[config.mk]
export PLATFORM = sky130hd
export DESIGN_NAME = color_gradient_lookup
export DESIGN_NICKNAME = d
export VERILOG_FILES = /design/src/sv/cgl_pkg.sv /design/src/sv/color_gradient_lookup.sv /design/src/sv/cgl_stop_mem.sv /design/src/sv/cgl_div.sv
export SDC_FILE = /design/constraint.sdc
export NUM_CORES = 2
export LEC_CHECK = 0
export BUFFER_PORTS_ARGS = -buffer_cell sky130_fd_sc_hd__buf_2
export CELL_PAD_IN_SITES_DETAIL_PLACEMENT = 1
export CELL_PAD_IN_SITES_GLOBAL_PLACEMENT = 1
export CORE_UTILIZATION = 61
export CTS_BUF_LIST = sky130_fd_sc_hd__clkbuf_8
export DETAILED_ROUTE_END_ITERATION = 7
export PLACE_DENSITY_LB_ADDON = 0.1
export SLEW_MARGIN = 0
export SYNTH_ARGS = -nofsm -noshare
export SYNTH_HDL_FRONTEND = slang
export SYNTH_HIERARCHICAL = 1
export SYNTH_SLANG_ARGS = --single-unit
[constraint.sdc]
create_clock -name clk -period 22.6 [get_ports clk]
set_input_delay 4.52 -clock clk [delete_from_list [all_inputs] [get_ports clk]]
set_output_delay 4.52 -clock clk [all_outputs]
set_load 0.01 [all_outputs]
[src/sv/cgl_pkg.sv]
// shared types and constants of the color gradient lookup
package cgl_pkg;

  // opcodes of an input beat
  localparam logic OP_INSERT = 1'b0;
  localparam logic OP_LOOKUP = 1'b1;

  // result status codes
  localparam logic [1:0] STATUS_OK    = 2'd0;
  localparam logic [1:0] STATUS_FULL  = 2'd1;
  localparam logic [1:0] STATUS_EMPTY = 2'd2;

  // min_span reset value, about 0.001 in q0.16
  localparam logic [15:0] MIN_SPAN_RST = 16'd66;

  // quotient bits of the fraction divider
  localparam int DIV_STEPS = 16;

  typedef struct packed {
    logic        opcode;
    logic [15:0] position;
    logic [15:0] in_red;
    logic [15:0] in_green;
    logic [15:0] in_blue;
    logic [15:0] in_alpha;
  } in_t;

  typedef struct packed {
    logic [15:0] out_red;
    logic [15:0] out_green;
    logic [15:0] out_blue;
    logic [15:0] out_alpha;
    logic [1:0]  status;
  } out_t;

  // channel 0 red, 1 green, 2 blue, 3 alpha
  typedef logic [3:0][15:0] color_t;

  typedef struct packed {
    logic [15:0] pos;
    color_t      color;
  } stop_t;

  typedef enum logic [3:0] {
    ST_IDLE,
    ST_INS_RD,
    ST_INS_CMP,
    ST_LK_RD,
    ST_LK_CMP,
    ST_DIV,
    ST_MUL,
    ST_ACC,
    ST_DONE
  } state_t;

endpackage

[src/sv/color_gradient_lookup.sv]
// Color gradient lookup: sorted stop table with linear color blending.
// Insert: shifts each stop above the new one up one slot, then writes the new stop in place.
// Lookup: scans the stops in order for the first one above the query; when interpolating,
// a serial divider forms the fraction and one multiplier shared by the channels blends them.
// One item at a time; in_ready is high in idle, also while a result waits on out_ready.
// Synchronous reset empties the table, sets min_span to 66 and drops any pending result.
module color_gradient_lookup #(
  parameter int MAX_STOPS = 16
) (
  input  logic           clk,
  input  logic           rst_n,
  input  logic           in_valid,
  output logic           in_ready,
  input  cgl_pkg::in_t   in_data,
  output logic           out_valid,
  input  logic           out_ready,
  output cgl_pkg::out_t  out_data,
  input  logic           cfg_we,
  input  logic [15:0]    cfg_wdata
);

  localparam int IW = $clog2(MAX_STOPS);
  localparam int CW = $clog2(MAX_STOPS + 1);

  cgl_pkg::state_t state_r, state_nxt;
  logic [CW-1:0]   cnt_r, cnt_nxt;
  logic [CW-1:0]   idx_r, idx_nxt;
  logic [CW-1:0]   idx_inc;
  logic [CW-1:0]   idx_dec;
  logic [15:0]     min_span_r;
  cgl_pkg::in_t    item_r, item_nxt;
  cgl_pkg::stop_t  prev_r, prev_nxt;
  cgl_pkg::stop_t  cur_r, cur_nxt;
  cgl_pkg::color_t res_r, res_nxt;
  logic [1:0]      stat_r, stat_nxt;
  logic [15:0]     frac_r, frac_nxt;
  logic [1:0]      ch_r, ch_nxt;
  logic [33:0]     prod_r, prod_nxt;
  logic            out_valid_r, out_valid_nxt;
  cgl_pkg::out_t   out_data_r, out_data_nxt;

  logic            mem_we;
  logic [IW-1:0]   mem_waddr;
  cgl_pkg::stop_t  mem_wdata;
  logic [IW-1:0]   mem_raddr;
  cgl_pkg::stop_t  mem_rdata;
  cgl_pkg::stop_t  new_stop;

  logic            div_start;
  logic            div_done;
  logic [15:0]     div_quo;
  logic [15:0]     span;
  logic [15:0]     offset;
  logic [16:0]     ch_diff;
  logic [17:0]     ch_sum;
  logic            accept;
  logic            out_free;

  assign accept   = in_valid && in_ready;
  assign out_free = !out_valid_r || out_ready;
  assign idx_inc  = idx_r + CW'(1);
  assign idx_dec  = idx_r - CW'(1);
  assign new_stop = '{pos: item_r.position,
                      color: {item_r.in_alpha, item_r.in_blue, item_r.in_green, item_r.in_red}};
  assign span     = mem_rdata.pos - prev_r.pos;
  assign offset   = item_r.position - prev_r.pos;
  assign ch_diff  = {1'b0, cur_r.color[ch_r]} - {1'b0, prev_r.color[ch_r]};
  assign ch_sum   = {2'b00, prev_r.color[ch_r]} + prod_r[33:16];

  cgl_stop_mem #(
    .DEPTH(MAX_STOPS)
  ) u_mem (
    .clk    (clk),
    .wr_en  (mem_we),
    .wr_addr(mem_waddr),
    .wr_data(mem_wdata),
    .rd_addr(mem_raddr),
    .rd_data(mem_rdata)
  );

  cgl_div u_div (
    .clk  (clk),
    .rst_n(rst_n),
    .start(div_start),
    .num  (offset),
    .den  (span),
    .done (div_done),
    .quo  (div_quo)
  );

  // next state
  always_comb begin
    state_nxt = state_r;
    case (state_r)
      cgl_pkg::ST_IDLE: begin
        if (accept) begin
          if (in_data.opcode == cgl_pkg::OP_INSERT) begin
            state_nxt = (cnt_r >= CW'(MAX_STOPS)) ? cgl_pkg::ST_DONE : cgl_pkg::ST_INS_RD;
          end else begin
            state_nxt = (cnt_r == '0) ? cgl_pkg::ST_DONE : cgl_pkg::ST_LK_RD;
          end
        end
      end
      cgl_pkg::ST_INS_RD: begin
        state_nxt = (idx_r == '0) ? cgl_pkg::ST_DONE : cgl_pkg::ST_INS_CMP;
      end
      cgl_pkg::ST_INS_CMP: begin
        state_nxt = (mem_rdata.pos > item_r.position) ? cgl_pkg::ST_INS_RD : cgl_pkg::ST_DONE;
      end
      cgl_pkg::ST_LK_RD: begin
        state_nxt = cgl_pkg::ST_LK_CMP;
      end
      cgl_pkg::ST_LK_CMP: begin
        if (item_r.position >= mem_rdata.pos) begin
          state_nxt = (idx_inc == cnt_r) ? cgl_pkg::ST_DONE : cgl_pkg::ST_LK_RD;
        end else if (idx_r == '0 || span <= min_span_r) begin
          state_nxt = cgl_pkg::ST_DONE;
        end else begin
          state_nxt = cgl_pkg::ST_DIV;
        end
      end
      cgl_pkg::ST_DIV: begin
        if (div_done) begin
          state_nxt = cgl_pkg::ST_MUL;
        end
      end
      cgl_pkg::ST_MUL: begin
        state_nxt = cgl_pkg::ST_ACC;
      end
      cgl_pkg::ST_ACC: begin
        state_nxt = (ch_r == 2'd3) ? cgl_pkg::ST_DONE : cgl_pkg::ST_MUL;
      end
      cgl_pkg::ST_DONE: begin
        if (out_free) begin
          state_nxt = cgl_pkg::ST_IDLE;
        end
      end
      default: begin
        state_nxt = cgl_pkg::ST_IDLE;
      end
    endcase
  end

  // sequencer outputs and datapath updates
  always_comb begin
    cnt_nxt       = cnt_r;
    idx_nxt       = idx_r;
    item_nxt      = item_r;
    prev_nxt      = prev_r;
    cur_nxt       = cur_r;
    res_nxt       = res_r;
    stat_nxt      = stat_r;
    frac_nxt      = frac_r;
    ch_nxt        = ch_r;
    prod_nxt      = prod_r;
    mem_we        = 1'b0;
    mem_waddr     = idx_r[IW-1:0];
    mem_wdata     = new_stop;
    mem_raddr     = idx_r[IW-1:0];
    div_start     = 1'b0;
    out_valid_nxt = out_valid_r && !out_ready;
    out_data_nxt  = out_data_r;
    case (state_r)
      cgl_pkg::ST_IDLE: begin
        if (accept) begin
          item_nxt = in_data;
          res_nxt  = '0;
          stat_nxt = cgl_pkg::STATUS_OK;
          if (in_data.opcode == cgl_pkg::OP_INSERT) begin
            idx_nxt = cnt_r;
            if (cnt_r >= CW'(MAX_STOPS)) begin
              stat_nxt = cgl_pkg::STATUS_FULL;
            end
          end else begin
            idx_nxt = '0;
            if (cnt_r == '0) begin
              stat_nxt = cgl_pkg::STATUS_EMPTY;
            end
          end
        end
      end
      cgl_pkg::ST_INS_RD: begin
        // slot zero reached: the new stop goes first
        mem_raddr = idx_dec[IW-1:0];
        if (idx_r == '0) begin
          mem_we  = 1'b1;
          cnt_nxt = cnt_r + CW'(1);
        end
      end
      cgl_pkg::ST_INS_CMP: begin
        // shift the larger stop up one slot, or place the new one
        mem_we = 1'b1;
        if (mem_rdata.pos > item_r.position) begin
          mem_wdata = mem_rdata;
          idx_nxt   = idx_dec;
        end else begin
          cnt_nxt = cnt_r + CW'(1);
        end
      end
      cgl_pkg::ST_LK_CMP: begin
        if (item_r.position >= mem_rdata.pos) begin
          prev_nxt = mem_rdata;
          idx_nxt  = idx_inc;
          if (idx_inc == cnt_r) begin
            res_nxt = mem_rdata.color;
          end
        end else if (idx_r == '0) begin
          res_nxt = mem_rdata.color;
        end else if (span <= min_span_r) begin
          res_nxt = prev_r.color;
        end else begin
          cur_nxt   = mem_rdata;
          div_start = 1'b1;
        end
      end
      cgl_pkg::ST_DIV: begin
        frac_nxt = div_quo;
        ch_nxt   = 2'd0;
      end
      cgl_pkg::ST_MUL: begin
        // signed channel difference times fraction
        prod_nxt = 34'($signed(ch_diff) * $signed({1'b0, frac_r}));
      end
      cgl_pkg::ST_ACC: begin
        res_nxt[ch_r] = ch_sum[15:0];
        ch_nxt        = ch_r + 2'd1;
      end
      cgl_pkg::ST_DONE: begin
        if (out_free) begin
          out_valid_nxt = 1'b1;
          out_data_nxt  = '{out_red: res_r[0], out_green: res_r[1], out_blue: res_r[2],
                            out_alpha: res_r[3], status: stat_r};
        end
      end
      default: begin
      end
    endcase
  end

  // control state
  always_ff @(posedge clk) begin
    if (!rst_n) begin
      state_r     <= cgl_pkg::ST_IDLE;
      cnt_r       <= '0;
      out_valid_r <= 1'b0;
      min_span_r  <= cgl_pkg::MIN_SPAN_RST;
    end else begin
      state_r     <= state_nxt;
      cnt_r       <= cnt_nxt;
      out_valid_r <= out_valid_nxt;
      if (cfg_we) begin
        min_span_r <= cfg_wdata;
      end
    end
  end

  // payload registers
  always_ff @(posedge clk) begin
    idx_r      <= idx_nxt;
    item_r     <= item_nxt;
    prev_r     <= prev_nxt;
    cur_r      <= cur_nxt;
    res_r      <= res_nxt;
    stat_r     <= stat_nxt;
    frac_r     <= frac_nxt;
    ch_r       <= ch_nxt;
    prod_r     <= prod_nxt;
    out_data_r <= out_data_nxt;
  end

  assign in_ready  = (state_r == cgl_pkg::ST_IDLE);
  assign out_valid = out_valid_r;
  assign out_data  = out_data_r;

endmodule

[src/sv/cgl_stop_mem.sv]
// stop table memory: one write port, one registered read port
module cgl_stop_mem #(
  parameter int DEPTH = 16
) (
  input  logic                     clk,
  input  logic                     wr_en,
  input  logic [$clog2(DEPTH)-1:0] wr_addr,
  input  cgl_pkg::stop_t           wr_data,
  input  logic [$clog2(DEPTH)-1:0] rd_addr,
  output cgl_pkg::stop_t           rd_data
);

  cgl_pkg::stop_t mem [DEPTH];
  cgl_pkg::stop_t rd_data_r;

  // write port
  always_ff @(posedge clk) begin
    if (wr_en) begin
      mem[wr_addr] <= wr_data;
    end
  end

  // registered read port
  always_ff @(posedge clk) begin
    rd_data_r <= mem[rd_addr];
  end

  assign rd_data = rd_data_r;

endmodule

[src/sv/cgl_div.sv]
// restoring divider for the blend fraction, one quotient bit per cycle
module cgl_div (
  input  logic        clk,
  input  logic        rst_n,
  input  logic        start,
  input  logic [15:0] num,
  input  logic [15:0] den,
  output logic        done,
  output logic [15:0] quo
);

  localparam int SW = $clog2(cgl_pkg::DIV_STEPS);

  logic          busy_r, busy_nxt;
  logic          done_r, done_nxt;
  logic [SW-1:0] step_r, step_nxt;
  logic [15:0]   rem_r, rem_nxt;
  logic [15:0]   den_r, den_nxt;
  logic [15:0]   quo_r, quo_nxt;
  logic [16:0]   shifted;
  logic [16:0]   diff;

  // one shift, compare and subtract step
  always_comb begin
    shifted  = {rem_r, 1'b0};
    diff     = shifted - {1'b0, den_r};
    busy_nxt = busy_r;
    done_nxt = 1'b0;
    step_nxt = step_r;
    rem_nxt  = rem_r;
    den_nxt  = den_r;
    quo_nxt  = quo_r;
    if (start) begin
      busy_nxt = 1'b1;
      step_nxt = '0;
      rem_nxt  = num;
      den_nxt  = den;
      quo_nxt  = '0;
    end else if (busy_r) begin
      if (!diff[16]) begin
        rem_nxt = diff[15:0];
        quo_nxt = {quo_r[14:0], 1'b1};
      end else begin
        rem_nxt = shifted[15:0];
        quo_nxt = {quo_r[14:0], 1'b0};
      end
      step_nxt = step_r + SW'(1);
      if (step_r == SW'(cgl_pkg::DIV_STEPS - 1)) begin
        busy_nxt = 1'b0;
        done_nxt = 1'b1;
      end
    end
  end

  // control state
  always_ff @(posedge clk) begin
    if (!rst_n) begin
      busy_r <= 1'b0;
      done_r <= 1'b0;
      step_r <= '0;
    end else begin
      busy_r <= busy_nxt;
      done_r <= done_nxt;
      step_r <= step_nxt;
    end
  end

  // datapath
  always_ff @(posedge clk) begin
    rem_r <= rem_nxt;
    den_r <= den_nxt;
    quo_r <= quo_nxt;
  end

  assign done = done_r;
  assign quo  = quo_r;

endmodule

==> impl_results.md <==
- Clk_lat worst skew: about 1.0 ns
- Routed WL per cell: between 30 and 40 µm
- Die span in x: 370 µm
- Syn_nets: approximately 5500
- DR iter-0 viols: between 5000 and 6000
- Die height: roughly 370 µm
- IO Pins: 170
- GRT Overall Usage: 0.347
- Final cycle utilization of the critical path: 0.472
- Number of hold buffers added after cts: 0
- Starting density of the core: 0.618
- Worst hold stages: 0
- CTS resizes: 0
- Post-route minimum period: between 10 and 15 ns
- Final core occ: 0.682
- IO Port Bufs: between 150 and 200
- Num CTS Buffers: between 300 and 400
- Vias in the first global route: ~51000
- Global-route wire length before repair: approximately 340 mm
- Least-Margin Pin Slew: 1.29 ns
- Slowest stage cell, crit path: edfxtp_1
- Syn_area_per_cell: 16.9 µm²
- Area grow syn2layout: 10.5%
- Final instance area: 0.0914 mm²
- CP peak stage delay: about 0.89 ns
- Max-slew headroom: 0.131
- Post-Syn Instances: roughly 5000
- Startpoint types: register
- FF-to-FF setup slack: 11.93 ns
- EDFF count, synth: around 1700
- Via count: approximately 47000
- Hold Path Class: reg -> reg
- FF-to-FF Start: ch_r[0]$_SDFFCE_PN0P_
- Clock buffer depth: 4
- CTS clk-pin slew, worst paths: 0.06 ns
- Total power draw: between 8 and 9 mW
- Crit-path max FO: 16
- Worst R2R End: prod_r[31]$_DFFE_PP_
- Clock root cell: clkbuf_8
- Setup tns final: 0 ns
- Prevailing post-synth register cell: edfxtp_1
- Final Hold Vio Count: 0
- Remaining antenna violation count: 0
- Vias/cell: between 6 and 7
- Detailed Place HPWL: 133 mm
- #FFs+latches synth: around 1800
- Row count: between 100 and 150
- Clk sinks: roughly 1800
- Synth async-reset ratio: 0
- Critical path arrival: approximately 11 ns
- Nets: around 5800
- CTS tree: built
- Setup Skew: between 0.1 and 0.15 ns
- GP Congestion: between 0.8 and 0.9
- Share of layout cells above drive strength 1: 0.208
- Leak: 33.1 nW
- Yosys Warn Count: 6
- Critical Path RT: 23.25 ns
- Synth unique cells: between 80 and 90
- Hold endpoint: out_data[1]$_DFFE_PP_
- HP Start: stat_r[1]$_SDFFCE_PN0P_
- PD cells: a little under 100 mW/mm²
- Cell Area, Placed: 0.0857 mm²
- Critical Path Start: ch_r[0]$_SDFFCE_PN0P_
- Largest net degree at the start of global routing: 149
- Post-Place Setup Slack: roughly 12 ns
- Drt drc: 0
- Postcts setup bufs: 0
- Syn Std Cell Area: between 0.08 and 0.09 mm²
- Peak supply drop: about 0.000086 V
- Critical setup path kind: reg -> reg
- Final WL: 232 mm
- RSZ-0062 raised after global routing: false
- Status: complete, no violations
- Fmax: 0.0937 GHz
- DR pass1 iterations: 5
- Register-to-Register Path Depth: 33
- Worst setup EP type: register
- Max-slew violations: 0
- Overflow after GRT: 0
- Core Region: between 0.1 and 0.15 mm²
- Total of max-cap violations: 0
- Setup ws final: ~12 ns
- Initial antenna violation count: 26
- Seq/Total Area, Yosys: 0.651
- Setup Viol. Count Final: 0
- CTS H-tree lvls: 5
- Die ar.: 0.137 mm²
==> final cells by class <==
class	count	area, µm²
sequential	1835	53800
fill	11500	42600
multi-input combinational	2396	26500
clock buffer	338	4650
tap	1768	2210
inverter	441	1660
timing repair buffer	255	1540
clock inverter	189	1000
antenna	6	15.0
==> routing by layer <==
layer / wire length (µm) / track usage
met4: 8320 / 0.129
met3: 23100 / 0.0764
met5: 82 / 0
met1: 86600 / 0.464
met2: 114000 / 0.564
==> state kept, by name, summed over array words and instances (netlist names), 2 cells and up <==
| signal | count |
|---|---|
| u_mem/mem | 1280 |
| item_r | 80 |
| prev_r | 80 |
| u_mem/rd_data | 80 |
| out_data | 66 |
| cur_r | 64 |
| res_r | 64 |
| frac_r | 16 |
| min_span_r | 16 |
| prod_r | 16 |
| u_div/den_r | 16 |
| u_div/quo | 16 |
| u_div/rem_r | 16 |
| cnt_r | 5 |
| idx_r | 5 |
| state_r | 4 |
| u_div/step_r | 4 |
| ch_r | 2 |
| stat_r | 2 |
==> cell usage after synthesis (73+ instances only) <==
| master | number | area (µm²) |
|---|---|---|
| edfxtp_1 | 1707 | 51300 |
| inv_1 | 441 | 1660 |
| mux4_2 | 352 | 7930 |
| nand2_1 | 295 | 1110 |
| fa_1 | 270 | 5410 |
| ha_1 | 197 | 2460 |
| a22oi_1 | 161 | 1210 |
| mux2i_1 | 147 | 1470 |
| and2_1 | 135 | 845 |
| dfxtp_1 | 128 | 2560 |
| clkbuf_1 | 117 | 439 |
| nor2_1 | 111 | 417 |
| mux2_2 | 78 | 878 |
| xnor2_1 | 76 | 666 |
| a21oi_1 | 73 | 365 |
==> cells by family after synthesis <==
kind of cell / synth area share
adders and majority gates: 0.0951
DFF: 0.651
AOI/OAI and AO/OA: 0.0415
xor gates and xnor gates: 0.0118
and+or+nand+nor: 0.0436
buffers and inverters: 0.0326
muxes: 0.125
==> worst max path at each step <==
| stage | endpoint | slack, ns | depth (start not counted) |
|---|---|---|---|
| CTS | prod_r[31]$_DFFE_PP_ | 11.81 | 33 |
| global route | prod_r[31]$_DFFE_PP_ | 11.21 | 33 |
| finish | prod_r[31]$_DFFE_PP_ | 11.93 | 33 |
| floorplan | prod_r[31]$_DFFE_PP_ | 13.17 | 36 |
| global placement | prod_r[31]$_DFFE_PP_ | 12.20 | 33 |
| detailed placement | prod_r[31]$_DFFE_PP_ | 11.96 | 33 |
==> layout by cell type, fill, tap and decap left out, drive strengths merged, types with 82 or more instances in the layout <==
cell    netlist  routed
a22oi       161     161
and2        135     135
buf          98     255
clkbuf      118     338
dfxtp       128     128
edfxtp     1707    1707
fa          270     270
ha          197     197
inv         441     536
mux2         82      82
mux2i       147     147
mux4        352     352
nand2       295     295
nor2        111     111
==> power breakdown <==
group          switching [mW]  internal, mW
combinational            1.10         0.749
clock                    1.38          1.46
sequential              0.300          4.01
==> worst max-delay path: cells and delay by family, from the launching register on <==
family / cells / cell delay, ns
DFF: 1 / 0.89
muxes: 1 / 0.60
adders and majority gates: 9 / 4.02
buffers and inverters: 7 / 0.79
and+or+nand+nor: 3 / 0.58
AOI/OAI and AO/OA: 11 / 3.15
xor gates and xnor gates: 2 / 0.29
==> through the flow <==
stage / cells / hold WS (ns)
2_1_floorplan: 4888 / 0.400
3_3_place_gp: 6695 / 0.416
3_5_place_dp: 6695 / 0.434
4_1_cts: 7222 / 0.432
5_1_grt: 7225 / 0.432
6_report: 7228 / 0.435
Power figures use the tool's default switching activity.
